===== src/rtl/pclm_ram.sv =====
module pclm_ram #(
    parameter int unsigned WIDTH = 8,
    parameter int unsigned DEPTH = 16
) (
    input  logic                     clk,
    input  logic                     we,
    input  logic [$clog2(DEPTH)-1:0] waddr,
    input  logic [WIDTH-1:0]         wdata,
    input  logic [$clog2(DEPTH)-1:0] raddr,
    output logic [WIDTH-1:0]         rdata
);

    logic [WIDTH-1:0] mem [DEPTH];

    // Write port and registered read port
    always_ff @(posedge clk)
    begin
        if (we)
        begin
            mem[waddr] <= wdata;
        end
        rdata <= mem[raddr];
    end

endmodule


===== config.mk =====
export PLATFORM = sky130hd
export DESIGN_NAME = pclm_ram
export DESIGN_NICKNAME = d
export VERILOG_FILES = /design/src/rtl/pclm_ram.sv
export SDC_FILE = /design/constraint.sdc
export NUM_CORES = 1
export LEC_CHECK = 0
export ABC_AREA = 1
export BUFFER_PORTS_ARGS = -buffer_cell sky130_fd_sc_hd__clkbuf_2
export CAP_MARGIN = 20
export CORE_AREA = 2 2 88 123
export CTS_CLUSTER_SIZE = 12
export DETAILED_ROUTE_END_ITERATION = 8
export DIE_AREA = 0 0 90 125
export PLACE_DENSITY = 0.79
export SYNTH_ARGS = -nofsm -noshare
export SYNTH_HDL_FRONTEND = slang
export SYNTH_SLANG_ARGS = --single-unit

===== constraint.sdc =====
create_clock -name clk -period 1.5 [get_ports clk]
set_input_delay 0.3 -clock clk [delete_from_list [all_inputs] [get_ports clk]]
set_output_delay 0.3 -clock clk [all_outputs]
set_load 0.01 [all_outputs]

==> flow_metrics.env, run 1 <==
export IMPL_synthCells=551
export IMPL_cts_made_buffers=17
export IMPL_antenna_found_initial=0
export IMPL_worstSetupEndpointType="output pin"
export IMPL_drc=0
export IMPL_setup_viol=0
export IMPL_setup_tns_final_ps=0
export IMPL_status="finished clean"
export IMPL_yosysMostFrequentCell="nand2_1"
export IMPL_synth_compound_area_share_pct=0
export IMPL_gp_congestion=0.840
export IMPL_slew_viol_final=0
export IMPL_peakVddDrop_mv=1.03
export IMPL_synth_area_mux_share_pct=0
export IMPL_p_total_mw=8.56
export IMPL_nNetsFinal=614
export IMPL_die_area_um2=11300
export IMPL_cts_clk_slew_worst_paths_ps=50
export IMPL_crit_chain="clkbuf_2"
export IMPL_stdcell_count=747
export IMPL_ys_top_cells_by_area="edfxtp_1, nand2_1, nand3_1"
export IMPL_synthTopCellsByCount="nand2_1, edfxtp_1, inv_1"
export IMPL_max_stage_delay_ps=390
export IMPL_drtAntennaViolNets=0
export IMPL_h_tree_depth=4
export IMPL_port_buffers=25
export IMPL_path_buf_inv=1
export IMPL_diodes=0
export IMPL_slew_headroom_pct=75.6
export IMPL_worstPathArrival_ps=970
export IMPL_dp_slack_ps=178
export IMPL_synth_simple_gate_area_share_pct=21.0
export IMPL_ys_seq_elements=136
export IMPL_synth_edf_count=128
export IMPL_startpoint_type="flop"
export IMPL_clock_sinks=136
export IMPL_period_needed_ps=1270
export IMPL_yosysWarningCount=0
export IMPL_layout_drive_gt1_share_pct=12.3
export IMPL_ios=26
export IMPL_clock_latency_ps=410
export IMPL_avgRoutedWirePerCell_um=16.7
export IMPL_cp_data_required_time_ps=1200
export IMPL_hold_path_class="in -> reg"
export IMPL_reg2reg_slack_ps=490
export IMPL_dp_hpwl_um=7830
export IMPL_track_usage_pct=23.4
export IMPL_grt_pass1_wl_um=19700
export IMPL_synthesis_area_um2=5770
export IMPL_worstSetupPathType="reg -> out"
export IMPL_rsz0062_at_grt="false"
export IMPL_synth_adder_area_share_pct=0
export IMPL_post_cts_buffers=0
export IMPL_async_flop_share_pct=0
export IMPL_final_fill_count=775
export IMPL_vias_per_cell=5.21
export IMPL_grt_overflow_total=0
export IMPL_p_leak_nw=2.93
export IMPL_cts_root_buf="clkbuf_16"
export IMPL_die_w_um=90
export IMPL_synth_flop_cell="edfxtp_1"
export IMPL_syn_to_final_growth_pct=15.8
export IMPL_whs_ps=327
export IMPL_via_count=3893
export IMPL_synth_top_cell_by_area="edfxtp_1"
export IMPL_syn_nets=569
export IMPL_p_per_area_nw_per_um2=1280
export IMPL_synth_cell_types=12
export IMPL_cts_tree="done"
export IMPL_drt_iter0_markers=362
export IMPL_firstDrtPassIters=7
export IMPL_fin_ws_ps=226
export IMPL_crit_family="flip-flops"
export IMPL_grt_pass1_vias=3955
export IMPL_rows=44
export IMPL_synth_area_per_cell_um2=10.5
export IMPL_synth_top_family_by_area="simple AND/OR/NAND/NOR gates"
export IMPL_finalHoldViolCount=0
export IMPL_start_util_pct=56.3
export IMPL_cap_viol_max_count=0
export IMPL_dieHeight_um=125
export IMPL_ys_seq_area_share_pct=69.4
export IMPL_ctsResizeCount=0
export IMPL_cp_max_fo=1
export IMPL_clock_fmax_ghz=0.785
export IMPL_clock_path_buffers=2
export IMPL_worstMarginPinSlew_ps=366
export IMPL_wirelength_um=12500
export IMPL_cpMaxStageDelayCell="dfxtp_1"
export IMPL_synth_xor_area_share_pct=0
export IMPL_finalCritPeriodShare_pct=84.9
export IMPL_ctsHoldBuffers=0
export IMPL_place_inst=715
export IMPL_core_um2=10200
export IMPL_synth_top_cell_area_share_pct=66.7
export IMPL_clock_skew_ps=6.84
export IMPL_grt_max_degree=65
[metrics by stage]
stage / cell area [um^2] / util, %
5_1_grt: 6680 / 65.2
6_report: 6680 / 65.2
3_3_place_gp: 6150 / 60.0
3_5_place_dp: 6150 / 60.0
2_1_floorplan: 5770 / -
4_1_cts: 6680 / 65.2
[power breakdown]
group / internal [mW] / switching [mW] / leakage [nW] / total [mW]
clock network: 2.36 / 1.39 / 0.260 / 3.75
logic: 0.172 / 0.358 / 1.45 / 0.530
registers: 4.25 / 0.0298 / 1.22 / 4.28
total: 6.78 / 1.78 / 2.93 / 8.56
[cells by family (layout without fill, tap and decap cells)]
group                  Yosys count  count (layout)
buffers and inverters          126             184
flip-flops                     136             136
AND/OR/NAND/NOR                289             289
[state kept, by name, summed over array words and instances (netlist names)]
signal	flops
mem	128
rdata	8
[path summary, 6_finish.rpt]
kind,startpoint,to,depth (start not counted)
setup / recovery,rdata[2]$_DFF_P_,rdata[2],1
hold / removal,wdata[2],mem[4][2]$_DFFE_PP_,1
hold reg to reg,mem[14][4]$_DFFE_PP_,rdata[4]$_DFF_P_,6
setup reg to reg,mem[1][4]$_DFFE_PP_,rdata[4]$_DFF_P_,6
[metal layers]
metal  global-route usage, %  up-vias  wire length [um]
met5                       0        -                 0
met2                    39.2      191              6420
met1                    27.0     1792              4540
met4                    15.1        0               575
li1                        -     1861                 -
met3                    5.30       49               950
[cells in the final DEF (no fill, tap or decap), drive strengths merged]
cell type,count
nand2,173
edfxtp,128
inv,102
nand3,97
clkbuf,53
buf,25
nor2,17
dfxtp,8
clkinv,3
nand3b,2
bufinv,1
[layout make-up]
class / count / area (um^2) / area share (%)
sequential: 136 / 4000 / 59.9
multi-input combinational: 289 / 1210 / 18.2
clock buffer: 28 / 487 / 7.29
inverter: 102 / 383 / 5.73
timing repair buffer: 50 / 375 / 5.62
tap: 138 / 173 / 2.58
clock inverter: 4 / 45.0 / 0.674
Note: power is estimated with default switching activity, not from simulation.
==> run 2: changes to the inputs <==
CORE_AREA = 2 2 90 127   (was 2 2 88 123)
DIE_AREA = 0 0 92 129   (was 0 0 90 125)
clock period = 1.1 ns   (was 1.5 ns; I/O delays follow)
==> run 2 against run 1 <==
  * Clock power grew 40%
  * Design area grew 3.0%
  * Register-to-register slack lost 440 ps
  * Critical path type unchanged
  * Largest cell class unchanged
==> flow_metrics.env, run 2 (synthesis gave the netlist of run 1 again) <==
export IMPL_peakVddDrop_mv=1.34
export IMPL_stdcell_count=758
export IMPL_crit_chain="buf_6"
export IMPL_top_register="mem"
export IMPL_period_needed_ps=1080
export IMPL_worstSetupEndpointType="output pin"
export IMPL_cp_max_fo=1
export IMPL_path_buf_inv=1
export IMPL_post_cts_buffers=0
export IMPL_clock_path_buffers=2
export IMPL_crit_family="flip-flops"
export IMPL_setup_viol=0
export IMPL_final_core_util_pct=64.3
export IMPL_core_um2=10700
export IMPL_avgRoutedWirePerCell_um=17.0
export IMPL_start_util_pct=53.9
export IMPL_layout_drive_gt1_share_pct=16.4
export IMPL_h_tree_depth=4
export IMPL_grt_max_degree=35
export IMPL_clock_latency_ps=410
export IMPL_clock_skew_ps=8.09
export IMPL_slew_headroom_pct=72.5
export IMPL_clock_sinks=136
export IMPL_die_w_um=92
export IMPL_syn_to_final_growth_pct=19.3
export IMPL_cts_tree="done"
export IMPL_slew_viol_final=0
export IMPL_status="finished clean"
export IMPL_p_per_area_nw_per_um2=1730
export IMPL_drt_iter0_markers=309
export IMPL_cp_data_required_time_ps=880
export IMPL_port_buffers=25
export IMPL_drtAntennaViolNets=0
export IMPL_drc=0
export IMPL_cpMaxStageDelayCell="dfxtp_2"
export IMPL_rsz0062_at_grt="true"
export IMPL_finalCritPeriodShare_pct=98.1
export IMPL_clock_fmax_ghz=0.927
export IMPL_grt_pass1_vias=3847
export IMPL_place_inst=726
export IMPL_largest_register_ffs=128
export IMPL_via_count=3987
export IMPL_startpoint_type="flop"
export IMPL_ios=26
export IMPL_antenna_found_initial=0
export IMPL_dp_hpwl_um=8330
export IMPL_top_regs="mem (128), rdata (8)"
export IMPL_max_stage_delay_ps=330
export IMPL_die_area_um2=11900
export IMPL_worstSetupPathType="reg -> out"
export IMPL_worstMarginPinSlew_ps=413
export IMPL_p_leak_nw=3.01
export IMPL_p_total_mw=11.9
export IMPL_worstPathArrival_ps=860
export IMPL_diodes=0
export IMPL_wirelength_um=12900
export IMPL_rows=45
export IMPL_final_common_cell="nand2_1"
export IMPL_firstDrtPassIters=5
export IMPL_grt_pass1_wl_um=20000
export IMPL_final_fill_count=789
export IMPL_cts_root_buf="clkbuf_16"
export IMPL_track_usage_pct=23.2
export IMPL_vias_per_cell=5.26
export IMPL_cts_clk_slew_worst_paths_ps=50
export IMPL_hold_path_class="in -> reg"
export IMPL_grt_overflow_total=0
export IMPL_nNetsFinal=622
export IMPL_most_common_layout_cells="nand2_1, edfxtp_1, inv_1"
export IMPL_dieHeight_um=129
export IMPL_finalHoldViolCount=0
export IMPL_gp_congestion=0.896
export IMPL_cap_viol_max_count=0
export IMPL_cts_made_buffers=17
[run 2: final cells by class]
type | instances | area, um^2 | share of cell area [%]
Inverter | 102 | 383 | 5.56
Timing Repair Buffer | 58 | 517 | 7.51
Multi-Input combinational cell | 289 | 1230 | 17.9
Clock buffer | 24 | 492 | 7.15
Tap cell | 141 | 176 | 2.56
Sequential cell | 136 | 4010 | 58.3
Clock inverter | 8 | 70.1 | 1.02
[run 2: stage by stage]
stage | cell area (um^2) | worst slack, ps | hold slack, ps | TNS (ps)
after floorplan | 5780 | -70.8 | 319 | -6080
after global placement | 6270 | -169 | 614 | -9070
after detailed placement | 6270 | -206 | 613 | -12030
after CTS | 6840 | -22.1 | 230 | -51.4
after global routing | 6880 | -18.3 | 265 | -42.8
final | 6880 | 21.3 | 241 | 0
[run 2: path summary, 6_finish.rpt]
path / start / to / slack [ps] / cells after the start
worst min-delay path: raddr[3] / rdata[4]$_DFF_P_ / 240 / 4
worst max-delay path: rdata[7]$_DFF_P_ / rdata[7] / 20 / 1
worst min register to register: mem[14][4]$_DFFE_PP_ / rdata[4]$_DFF_P_ / 660 / 6
worst max register to register: mem[1][7]$_DFFE_PP_ / rdata[7]$_DFF_P_ / 50 / 6
[run 2: per-layer routing]
layer / part of all wire, % / vias to the layer above / track usage, %
met2: 53 / 192 / 41.1
met1: 36 / 1876 / 25.8
met5: 0 / - / 0
met3: 7.0 / 40 / 5.91
met4: 4.0 / 0 / 12.3
li1: - / 1879 / -
[run 2: report_power, final]
group / leakage (nW) / internal (mW) / switching (mW)
Combinational: 1.51 / 0.284 / 0.514
Clock: 0.276 / 3.32 / 1.94
Sequential: 1.22 / 5.80 / 0.0421
Total: 3.01 / 9.41 / 2.49
[run 2: repair_timing]
item                                    CTS  global route
gates resized for setup                   4            15
endpoints found under the setup margin    4             8
hold buffers                              0             0
[run 2: worst reg2reg max path: stages (launching register included)]
cell and delay [ps]:
edfxtp_1 370, inv_1 60, nand2_1 40, nand3_1 110
nand3_2 150, nand3_1 130, nand2_1 70
==> run 3: changes to the inputs <==
ABC_AREA = unset   (was 1)
CORE_AREA = 2 2 86 121   (was 2 2 90 127)
CTS_CLUSTER_DIAMETER = 120   (was unset)
DIE_AREA = 0 0 88 123   (was 0 0 92 129)
PLACE_DENSITY = 0.78   (was 0.79)
==> run 3 against run 2 <==
  * The flow now finishes with violations (negative setup slack)
  * Flip-flop and latch count unchanged
  * Maximum frequency down 15%
  * Critical path depth up 2
  * Die area down 8.8%
  * Global-route usage down 3.4 points
  * Clock skew down 1.5 ps
  * Non-clock buffer count down 3
  * Synthesized area down 11%
  * Critical endpoint is now rdata[5]$_DFF_P_
==> flow_metrics.env, run 3 <==
export IMPL_die_w_um=88
export IMPL_cts_made_buffers=17
export IMPL_synthCells=229
export IMPL_cts_tree="done"
export IMPL_synth_compound_area_share_pct=2.33
export IMPL_worstSetupPathType="reg -> reg"
export IMPL_period_needed_ps=1270
export IMPL_h_tree_depth=4
export IMPL_synthesis_area_um2=5150
export IMPL_whs_ps=224
export IMPL_drc=0
export IMPL_p_per_area_nw_per_um2=1880
export IMPL_synth_adder_area_share_pct=0
export IMPL_final_core_util_pct=65.5
export IMPL_status="finished with violations"
export IMPL_drt_iter0_markers=224
export IMPL_cp_data_required_time_ps=1400
export IMPL_clock_sinks=136
export IMPL_synth_top_cell_by_area="edfxtp_1"
export IMPL_fin_ws_ps=-168
export IMPL_place_inst=408
export IMPL_grt_pass1_vias=2606
export IMPL_worstSetupEndpointType="flop"
export IMPL_avgRoutedWirePerCell_um=21.5
export IMPL_antenna_found_initial=0
export IMPL_dp_hpwl_um=6130
export IMPL_worstMarginPinSlew_ps=900
export IMPL_rows=43
export IMPL_syn_to_final_growth_pct=23.8
export IMPL_die_area_um2=10800
export IMPL_grt_pass1_wl_um=14600
export IMPL_start_util_pct=52.9
export IMPL_yosysWarningCount=0
export IMPL_cts_clk_slew_worst_paths_ps=60
export IMPL_vias_per_cell=5.61
export IMPL_synth_top_cell_area_share_pct=74.7
export IMPL_cp_max_fo=1
export IMPL_ctsHoldBuffers=0
export IMPL_crit_chain="mux4_2 > a22oi_2 > nand2_1"
export IMPL_ys_top_cells_by_area="edfxtp_1, mux4_2, mux4_1"
export IMPL_ys_seq_elements=136
export IMPL_largest_register_ffs=128
export IMPL_diodes=0
export IMPL_cap_viol_max_count=0
export IMPL_track_usage_pct=19.8
export IMPL_layout_drive_gt1_share_pct=46.4
export IMPL_async_flop_share_pct=0
export IMPL_synth_cell_types=19
export IMPL_synth_simple_gate_area_share_pct=3.18
export IMPL_synth_edf_count=128
export IMPL_wirelength_um=9500
export IMPL_cts_root_buf="clkbuf_16"
export IMPL_firstDrtPassIters=4
export IMPL_syn_nets=247
export IMPL_synthTopCellsByCount="edfxtp_1, mux4_2, a22oi_1"
export IMPL_hold_path_class="in -> reg"
export IMPL_clock_skew_ps=6.62
export IMPL_ios=26
export IMPL_top_register="mem"
export IMPL_finalCritPeriodShare_pct=115
export IMPL_startpoint_type="flop"
export IMPL_clock_fmax_ghz=0.788
export IMPL_rsz0062_at_grt="true"
export IMPL_grt_overflow_total=0
export IMPL_port_buffers=25
export IMPL_final_common_cell="edfxtp_1"
export IMPL_p_total_mw=12.0
export IMPL_setup_tns_final_ps=-1190
export IMPL_nNetsFinal=311
export IMPL_most_common_layout_cells="edfxtp_1, mux4_2, buf_4"
export IMPL_peakVddDrop_mv=1.31
export IMPL_placed_cell_area_um2=5720
export IMPL_grt_max_degree=27
export IMPL_stdcell_count=441
export IMPL_clock_latency_ps=410
export IMPL_worstPathArrival_ps=1570
export IMPL_synth_area_mux_share_pct=15.0
export IMPL_core_um2=9740
export IMPL_dieHeight_um=123
export IMPL_gp_congestion=0.811
export IMPL_yosysMostFrequentCell="edfxtp_1"
export IMPL_finalHoldViolCount=0
export IMPL_setup_viol=8
export IMPL_via_count=2476
export IMPL_drtAntennaViolNets=0
export IMPL_synth_xor_area_share_pct=0
export IMPL_synth_area_per_cell_um2=22.5
export IMPL_top_regs="mem (128), rdata (8)"
export IMPL_final_area_um2=6370
export IMPL_synth_flop_cell="edfxtp_1"
export IMPL_clock_path_buffers=2
export IMPL_ys_seq_area_share_pct=77.8
export IMPL_slew_viol_final=0
export IMPL_max_stage_delay_ps=510
export IMPL_dp_slack_ps=-491
export IMPL_synth_top_family_by_area="multiplexers"
export IMPL_violations="negative setup slack"
export IMPL_slew_headroom_pct=39.8
export IMPL_p_leak_nw=2.14
export IMPL_cpMaxStageDelayCell="mux4_2"
-- run 3: changes by cell type in the layout (fill, tap and decap cells not counted), sizes merged, moves of 16 or more --
cell,before,now
a22oi,0,16
nand3,97,1
nand2,173,9
mux4,0,32
inv,102,0
-- run 3: power breakdown --
group / switching, mW / leakage, nW / internal, mW
clock network: 1.91 / 0.289 / 3.59
registers: 0.0423 / 1.22 / 5.80
logic: 0.342 / 0.622 / 0.304
total: 2.29 / 2.14 / 9.70
-- run 3: path summary, 6_finish.rpt --
kind                    endpoint  slack [ps]                  from  cells past startpoint
max reg2reg     rdata[5]$_DFF_P_        -170   mem[3][5]$_DFFE_PP_                      3
min          mem[7][2]$_DFFE_PP_         220              wdata[2]                      1
max             rdata[5]$_DFF_P_        -170   mem[3][5]$_DFFE_PP_                      3
min reg2reg     rdata[0]$_DFF_P_         680  mem[15][0]$_DFFE_PP_                      3
-- run 3: layer usage --
| metal | global-route usage [%] | vias up | routed length (um) |
|---|---|---|---|
| li1 | - | 1090 | - |
| met1 | 23.7 | 1287 | 3620 |
| met2 | 33.1 | 83 | 5200 |
| met3 | 5.81 | 16 | 481 |
| met4 | 8.65 | 0 | 196 |
| met5 | 0 | - | 0 |
-- run 3: worst max-delay path, delay by kind of cell, from the launching register on --
kind	cells	cell delay (ps)
flip-flops	1	380
multiplexers	1	510
AND/OR/NAND/NOR	1	70
AO/OA/AOI/OAI	1	200
-- run 3: logic make-up after synthesis --
group | Yosys count
buf+inv | 10
mux | 32
flops | 136
compound gates | 16
simple gates | 35
-- run 3: repair_timing --
| item | in CTS | in global routing |
|---|---|---|
| endpoints found under the setup margin | 13 | 22 |
| buffers inserted | 0 | 1 |
| cloned | 0 | 0 |
| endpoints found under the hold margin | 0 | 0 |
| resized for setup | 14 | 11 |
| pin swaps | 7 | 0 |
-- run 3: layout make-up --
class	instances	area, um^2
Clock buffer	22	454
Clock inverter	10	128
Fill cell	623	3360
Multi-Input combinational cell	83	1120
Sequential cell	136	4010
Tap cell	135	169
Timing Repair Buffer	55	488
